--- src/hdl/sgfr_pkg.sv ---
// Shared types, constants and font table for the scaled glyph framebuffer renderer.
`timescale 1ns / 1ps

package sgfr_pkg;

  localparam int GLYPH_COLS  = 5;
  localparam int GLYPH_ROWS  = 7;
  localparam int ADVANCE     = 6;
  localparam int GLYPH_COUNT = 37;
  localparam int SLOT_W      = 6;
  localparam int GCOL_W      = 3;

  localparam int REQ_W   = 2;
  localparam int CHAR_W  = 8;
  localparam int POSX_W  = 7;
  localparam int POSY_W  = 6;
  localparam int SCALE_W = 3;
  localparam int IDX_W   = 10;
  localparam int CURC_W  = 8;
  localparam int RDATA_W = 8;

  typedef enum logic [1:0] {
    REQ_DRAW  = 2'd0,
    REQ_CLEAR = 2'd1,
    REQ_READ  = 2'd2
  } req_type_e;

  typedef enum logic [3:0] {
    ST_CLR_INIT,
    ST_IDLE,
    ST_DECODE,
    ST_CLR_REQ,
    ST_MASK,
    ST_SHIFT,
    ST_PAGE_RD,
    ST_PAGE_WR,
    ST_ADVANCE,
    ST_DONE
  } ctrl_state_e;

  typedef struct packed {
    logic load;
    logic clr_wr;
    logic rd_issue;
    logic mask_load;
    logic vec_load;
    logic page_rd;
    logic page_wr;
    logic page_next;
    logic px_next;
    logic col_next;
    logic advance;
    logic out_load;
  } ctrl_cmd_t;

  typedef struct packed {
    logic [REQ_W-1:0] req;
    logic             skip;
    logic             vis;
    logic             clr_last;
    logic             page_last;
    logic             dx_last;
    logic             col_last;
  } dp_status_t;

  // 0 blank, 1..10 digits, 11..36 letters; each entry is one column, bit n = row n
  localparam logic [7:0] GLYPH_ROM [GLYPH_COUNT][GLYPH_COLS] = '{
    '{8'h00, 8'h00, 8'h00, 8'h00, 8'h00},
    '{8'h3E, 8'h51, 8'h49, 8'h45, 8'h3E}, '{8'h00, 8'h42, 8'h7F, 8'h40, 8'h00},
    '{8'h42, 8'h61, 8'h51, 8'h49, 8'h46}, '{8'h21, 8'h41, 8'h45, 8'h4B, 8'h31},
    '{8'h18, 8'h14, 8'h12, 8'h7F, 8'h10}, '{8'h27, 8'h45, 8'h45, 8'h45, 8'h39},
    '{8'h3C, 8'h4A, 8'h49, 8'h49, 8'h30}, '{8'h01, 8'h71, 8'h09, 8'h05, 8'h03},
    '{8'h36, 8'h49, 8'h49, 8'h49, 8'h36}, '{8'h06, 8'h49, 8'h49, 8'h29, 8'h1E},
    '{8'h7C, 8'h12, 8'h11, 8'h12, 8'h7C}, '{8'h7F, 8'h49, 8'h49, 8'h49, 8'h36},
    '{8'h3E, 8'h41, 8'h41, 8'h41, 8'h22}, '{8'h7F, 8'h41, 8'h41, 8'h22, 8'h1C},
    '{8'h7F, 8'h49, 8'h49, 8'h49, 8'h41}, '{8'h7F, 8'h09, 8'h09, 8'h09, 8'h01},
    '{8'h3E, 8'h41, 8'h49, 8'h49, 8'h7A}, '{8'h7F, 8'h08, 8'h08, 8'h08, 8'h7F},
    '{8'h00, 8'h41, 8'h7F, 8'h41, 8'h00}, '{8'h20, 8'h40, 8'h41, 8'h3F, 8'h01},
    '{8'h7F, 8'h08, 8'h14, 8'h22, 8'h41}, '{8'h7F, 8'h40, 8'h40, 8'h40, 8'h40},
    '{8'h7F, 8'h02, 8'h0C, 8'h02, 8'h7F}, '{8'h7F, 8'h04, 8'h08, 8'h10, 8'h7F},
    '{8'h3E, 8'h41, 8'h41, 8'h41, 8'h3E}, '{8'h7F, 8'h09, 8'h09, 8'h09, 8'h06},
    '{8'h3E, 8'h41, 8'h51, 8'h21, 8'h5E}, '{8'h7F, 8'h09, 8'h19, 8'h29, 8'h46},
    '{8'h46, 8'h49, 8'h49, 8'h49, 8'h31}, '{8'h01, 8'h01, 8'h7F, 8'h01, 8'h01},
    '{8'h3F, 8'h40, 8'h40, 8'h40, 8'h3F}, '{8'h1F, 8'h20, 8'h40, 8'h20, 8'h1F},
    '{8'h3F, 8'h40, 8'h38, 8'h40, 8'h3F}, '{8'h63, 8'h14, 8'h08, 8'h14, 8'h63},
    '{8'h07, 8'h08, 8'h70, 8'h08, 8'h07}, '{8'h61, 8'h51, 8'h49, 8'h45, 8'h43}
  };

  // ASCII to font slot; lower case folds to upper case, anything else is blank
  function automatic logic [SLOT_W-1:0] glyph_slot(input logic [CHAR_W-1:0] code);
    logic [SLOT_W-1:0] slot;
    slot = '0;
    if (code >= 8'h30 && code <= 8'h39) begin
      slot = SLOT_W'(code - 8'h30) + SLOT_W'(1);
    end else if (code >= 8'h41 && code <= 8'h5A) begin
      slot = SLOT_W'(code - 8'h41) + SLOT_W'(11);
    end else if (code >= 8'h61 && code <= 8'h7A) begin
      slot = SLOT_W'(code - 8'h61) + SLOT_W'(11);
    end
    return slot;
  endfunction

endpackage

--- src/hdl/sgfr_ctrl.sv ---
// Controller state machine: sequences clear sweeps, reads and glyph read-modify-write passes.
`timescale 1ns / 1ps

module sgfr_ctrl (
  input  logic                clk_i,
  input  logic                rst_ni,
  input  logic                in_valid_i,
  output logic                in_ready_o,
  output logic                out_valid_o,
  input  logic                out_ready_i,
  input  sgfr_pkg::dp_status_t status_i,
  output sgfr_pkg::ctrl_cmd_t  cmd_o
);

  sgfr_pkg::ctrl_state_e state_q, state_d;
  logic                  out_valid_q, out_valid_d;
  logic                  slot_free;

  assign slot_free   = !out_valid_q || out_ready_i;
  assign in_ready_o  = (state_q == sgfr_pkg::ST_IDLE);
  assign out_valid_o = out_valid_q;

  always_ff @(posedge clk_i or negedge rst_ni) begin
    if (!rst_ni) begin
      state_q     <= sgfr_pkg::ST_CLR_INIT;
      out_valid_q <= 1'b0;
    end else begin
      state_q     <= state_d;
      out_valid_q <= out_valid_d;
    end
  end

  always_comb begin
    state_d     = state_q;
    cmd_o       = '0;
    out_valid_d = out_valid_q && !out_ready_i;
    unique case (state_q)
      sgfr_pkg::ST_CLR_INIT: begin
        cmd_o.clr_wr = 1'b1;
        if (status_i.clr_last) state_d = sgfr_pkg::ST_IDLE;
      end
      sgfr_pkg::ST_IDLE: begin
        if (in_valid_i) begin
          cmd_o.load = 1'b1;
          state_d    = sgfr_pkg::ST_DECODE;
        end
      end
      sgfr_pkg::ST_DECODE: begin
        priority if (status_i.req == sgfr_pkg::REQ_DRAW) begin
          priority if (status_i.skip) state_d = sgfr_pkg::ST_DONE;
          else if (!status_i.vis)     state_d = sgfr_pkg::ST_ADVANCE;
          else                        state_d = sgfr_pkg::ST_MASK;
        end else if (status_i.req == sgfr_pkg::REQ_CLEAR) begin
          state_d = sgfr_pkg::ST_CLR_REQ;
        end else if (status_i.req == sgfr_pkg::REQ_READ) begin
          cmd_o.rd_issue = 1'b1;
          state_d        = sgfr_pkg::ST_DONE;
        end else begin
          state_d = sgfr_pkg::ST_DONE;
        end
      end
      sgfr_pkg::ST_CLR_REQ: begin
        cmd_o.clr_wr = 1'b1;
        if (status_i.clr_last) state_d = sgfr_pkg::ST_DONE;
      end
      sgfr_pkg::ST_MASK: begin
        cmd_o.mask_load = 1'b1;
        state_d         = sgfr_pkg::ST_SHIFT;
      end
      sgfr_pkg::ST_SHIFT: begin
        cmd_o.vec_load = 1'b1;
        state_d        = sgfr_pkg::ST_PAGE_RD;
      end
      sgfr_pkg::ST_PAGE_RD: begin
        cmd_o.page_rd = 1'b1;
        state_d       = sgfr_pkg::ST_PAGE_WR;
      end
      sgfr_pkg::ST_PAGE_WR: begin
        cmd_o.page_wr = 1'b1;
        priority if (!status_i.page_last) begin
          cmd_o.page_next = 1'b1;
          state_d         = sgfr_pkg::ST_PAGE_RD;
        end else if (!status_i.dx_last) begin
          cmd_o.px_next = 1'b1;
          state_d       = sgfr_pkg::ST_PAGE_RD;
        end else if (!status_i.col_last) begin
          cmd_o.px_next  = 1'b1;
          cmd_o.col_next = 1'b1;
          state_d        = sgfr_pkg::ST_MASK;
        end else begin
          state_d = sgfr_pkg::ST_ADVANCE;
        end
      end
      sgfr_pkg::ST_ADVANCE: begin
        cmd_o.advance = 1'b1;
        state_d       = sgfr_pkg::ST_DONE;
      end
      sgfr_pkg::ST_DONE: begin
        if (slot_free) begin
          cmd_o.out_load = 1'b1;
          out_valid_d    = 1'b1;
          state_d        = sgfr_pkg::ST_IDLE;
        end
      end
      default: state_d = sgfr_pkg::ST_IDLE;
    endcase
  end

  a_no_result_overwrite: assert property (@(posedge clk_i) disable iff (!rst_ni)
    cmd_o.out_load |-> (!out_valid_q || out_ready_i))
    else $error("result register overwritten before transaction completed");

  a_rmw_order: assert property (@(posedge clk_i) disable iff (!rst_ni)
    cmd_o.page_wr |-> $past(cmd_o.page_rd))
    else $error("framebuffer write without preceding read");

  a_advance_draw_only: assert property (@(posedge clk_i) disable iff (!rst_ni)
    cmd_o.advance |-> (status_i.req == sgfr_pkg::REQ_DRAW && !status_i.skip))
    else $error("cursor advanced on a non-drawn request");

  a_result_follows_load: assert property (@(posedge clk_i) disable iff (!rst_ni)
    cmd_o.out_load |=> out_valid_q)
    else $error("result not presented after load");

endmodule

--- config.mk ---
export PLATFORM = sky130hd
export DESIGN_NAME = sgfr_ctrl
export DESIGN_NICKNAME = d
export VERILOG_FILES = /design/src/hdl/sgfr_pkg.sv /design/src/hdl/sgfr_ctrl.sv
export SDC_FILE = /design/constraint.sdc
export NUM_CORES = 1
export LEC_CHECK = 0
export BUFFER_PORTS_ARGS = -buffer_cell sky130_fd_sc_hd__buf_2
export CELL_PAD_IN_SITES_DETAIL_PLACEMENT = 0
export CELL_PAD_IN_SITES_GLOBAL_PLACEMENT = 1
export CORE_MARGIN = 4
export CORE_UTILIZATION = 32
export CTS_CLUSTER_DIAMETER = 60
export DETAILED_ROUTE_END_ITERATION = 7
export PLACE_DENSITY = 0.86
export SLEW_MARGIN = 40
export SYNTH_ARGS = -nofsm -noshare
export SYNTH_HDL_FRONTEND = slang
export SYNTH_SLANG_ARGS = --single-unit
--- constraint.sdc ---
create_clock -name clk_i -period 3.65 [get_ports clk_i]
set_clock_uncertainty 0.1 [all_clocks]
set_input_delay 0.73 -clock clk_i [delete_from_list [all_inputs] [get_ports clk_i]]
set_output_delay 0.73 -clock clk_i [all_outputs]
set_load 0.005 [all_outputs]
* After elaboration in Yosys (flattened, before gate mapping)
Index checks and enable logic that the tools add are counted.
** Word-level totals
- Flip-flop bits (word level) :: 5
- Bits of input ports :: 12
- Word-level logic and storage cells :: 58
** Operators by class
- Equality and inequality tests :: 15
- Muxes and demuxes :: 33
- Reductions and logical operators :: 8
** Operators with widths (count)
- $mux W4 :: 12
- $pmux W4 S10 :: 1
- $mux W1 :: 18
- $eq A4 B3 Y1 const B :: 4
- $eq A4 B2 Y1 const B :: 2
- $eq A4 B4 Y1 const B :: 2
- $ne A2 B2 Y1 const B :: 4
- $eq A4 B1 Y1 const B :: 1
- $logic_not A4 Y1 :: 1
- $mux W2 :: 2
- $reduce_and A4 Y1 :: 1
- $eq A2 B1 Y1 const B :: 1
- $eq A2 B2 Y1 const B :: 1
- $logic_not A1 Y1 :: 2
- $logic_not A2 Y1 :: 1
- $reduce_or A2 Y1 :: 1
- $logic_and A1 B1 Y1 :: 1
- $logic_or A1 B1 Y1 :: 1

* Longest topological paths before layout
- Depth in word-level cells :: 5
- Depth in mapped cells :: 5

* Least setup slack after synthesis
No wires, ideal clock.
- Kind :: reg2out
- Start point :: reg state_q[1]
- End point :: out cmd_o[0] in the netlist's numbering
- Arrival :: 1.183 ns
- Required time :: 2.820 ns
- Setup slack :: 1.637 ns
- Stages on the path, launching flop included :: 5
- Path buffers :: 1
- Path through :: dfrtp_1 -> buf_2 -> nand2b_1 -> or2_2 -> nor2b_1
** RTL lines
- start: declaration :: RTL line sgfr_ctrl.sv:15 : sgfr_pkg::ctrl_state_e state_q, state_d;
- start signal: assignment :: RTL line sgfr_ctrl.sv:25 : state_q <= sgfr_pkg::ST_CLR_INIT;
- start signal: assignment :: RTL line sgfr_ctrl.sv:28 : state_q <= state_d;
- end: declaration :: RTL line sgfr_ctrl.sv:12 : output sgfr_pkg::ctrl_cmd_t cmd_o

==> results_dict.tcl <==
set metrics [dict create \
    cp-end-kind "primary output" \
    die_area_sq_mm 0.00228 \
    seq_power_share 0.294 \
    grt_setup_unrepaired "false" \
    cts.sinks 5 \
    antenna_found_initial 0 \
    synth_seq_cells 5 \
    rows 14 \
    synth_seq_area_share 0.248 \
    post-route-period-util 0.652 \
    max_freq_ghz 0.420 \
    syn_area_per_cell_sq_um 8.29 \
    arrival_ps 1550 \
    synth_area_sq_um 505 \
    synth-main-ff-cell "dfrtp_1" \
    drc_errors 0 \
    grt_overflow_total 0 \
    synth_top_area_cell "dfrtp_1" \
    clk_path_buf_depth 2 \
    initial_utilization 0.336 \
    syn_nets 73 \
    p_clk_frac 0.127 \
    finalSetupViolCount 0 \
    hold_buffers 0 \
    cts-root-buf "clkbuf_4" \
    numCtsBuffers 3 \
    final.setup.tns_ps 0 \
    synthCells 61 \
    ir_worst_vdd_mv 0.363 \
    detail_route.iter0.violations 10 \
    cts_resized 0 \
    total_power_mw 0.496 \
    hpwl_um 1000 \
    synth_most_common_cell "nor2_1" \
    postCtsSetupBuffers 0 \
    max_slew_margin 0.733 \
    critical_path_required_ps 2820 \
    vias 542 \
    drt-wirelength-per-cell_um 12.3 \
    outcome "complete, no violations" \
    combPwrFrac 0.580 \
    grt_util_met3 0.0714 \
    p_int_mw 0.277 \
    yosysUniqueCellTypes 31 \
    p_sw_mw 0.219 \
    period_needed_ps 2380 \
    place_congestion 0.833 \
    die_h_um 47.7 \
    grt_use_met1 0.165 \
    cap_viol_max_count 0 \
    start_kind "flip-flop" \
    clk_pin_slew_ps 40 \
    drt-vias-per-instance 5.31 \
    p_per_area_mw_per_mm2 780 \
    synthDominantCellAreaShare 0.248 \
    yosysWarnings 0 \
    synth-edff-count 0 \
    firstDrtPassIters 3 \
    grt_pass1_wl_um 1950 \
    met2_usage 0.177 \
    synthTopCellsByArea "dfrtp_1 (25%), nor2_1 (5.2%), a311oi_1 (5.2%)" \
    io_pins 26 \
    min_path_type "in -> async" \
    htreeDepth 1 \
    io_buffers 25 \
    worst_pin_slew_ps 401 \
    grt_pass1_vias 453 \
    slew_violations 0 \
    async_reset_ff_frac 1.00 \
    grt_max_degree 15 \
    top_usage_layer "met2" \
    worstSkewPairLatency_ps 240 \
    die_w_um 47.7 \
    ys_top_cells_by_count "nor2_1 (7), nand2_1 (6), dfrtp_1 (5), nor3_1 (5), nand2b_1 (4)" \
    drive_above_1_share 0.430 \
    core_sq_mm 0.00151 \
    crit_fanout 14 \
    swShare 0.442 \
    grt_usage 0.123 \
    cts_tree "yes" \
    finalHoldViolCount 0 \
    path_class "reg -> out" \
    leakage_nw 0.310 \
    area_growth_pct 25.7 \
    nNetsFinal 99 \
    n_antenna_cell 0 \
    wl_um 1260 \
    final_antenna_net_count 0 \
]
state kept, by name, summed over array words and instances (netlist names):
| register | cells |
|---|---|
| state_q | 4 |
| out_valid_o | 1 |
cell type report:
class | instances | area [sq um]
Fill cell | 160 | 871
Multi-Input combinational cell | 50 | 332
Sequential cell | 5 | 125
Timing Repair Buffer | 25 | 125
Clock buffer | 4 | 26.3
Tap cell | 16 | 20.0
Inverter | 2 | 7.51
layout by cell type, fill, tap and decap left out, drive strengths merged, types with 2 or more instances in the layout:
master  count
inv         2
dfrtp       5
and3        3
o22ai       2
nand2       6
nor2        7
buf        25
nand2b      5
nor4        3
clkbuf      4
nor3        5
a311oi      3
path summary, 6_finish.rpt:
path	from	endpoint	slack [ps]	depth (start not counted)
setup / recovery	state_q[1]$_DFFE_PN0P_	cmd_o[0]	1270	4
hold / removal	rst_ni	out_valid_o$_DFF_PN0_	190	1
setup reg to reg	state_q[0]$_DFFE_PN0P_	state_q[3]$_DFFE_PN0P_	1840	5
hold reg to reg	out_valid_o$_DFF_PN0_	out_valid_o$_DFF_PN0_	430	2
max in group asynchronous	rst_ni	state_q[2]$_DFFE_PN0P_	3130	1
min in group clk_i	out_valid_o$_DFF_PN0_	out_valid_o$_DFF_PN0_	430	2
metrics by stage:
step                       util  instances  worst slack, ps  hold WS (ps)  cell area, sq um
after CTS                 0.422        102             1250           189               636
final                     0.422        102             1270           195               636
after floorplan               -         61             1640           334               505
after detailed placement  0.404         98             1520           425               609
after global routing      0.422        102             1110           178               636
after global placement    0.404         98             1540           417               609
power groups by stage:
stage | Clock (mW) | Sequential, mW | Combinational, mW
3_5_place_dp | 0 | 0.146 | 0.291
6_report | 0.0627 | 0.146 | 0.287
4_1_cts | 0.0663 | 0.145 | 0.292
2_1_floorplan | 0 | 0.101 | 0.282
3_3_place_gp | 0 | 0.145 | 0.291
5_1_grt | 0.0752 | 0.153 | 0.322
worst max-delay path, cell delays in order, from the launching register on:
cell      delay [ps]
dfrtp_1          500
nand2b_1         240
or2_2            350
nor2b_1          110
buf_2            110
cells by family (layout without fill, tap and decap cells):
family,Yosys count,after routing,synth area share
compound gates,14,14,0.245
buf+inv,6,31,0.0965
flops,5,5,0.248
mux,1,1,0.0223
simple gates,35,35,0.389
per-layer routing:
metal / vias up / part of all wire
li1: 281 / -
met1: 241 / 0.47
met2: 20 / 0.44
met3: 0 / 0.083
met4: 0 / 0
met5: - / 0
Note: power is estimated with default switching activity, not from simulation.
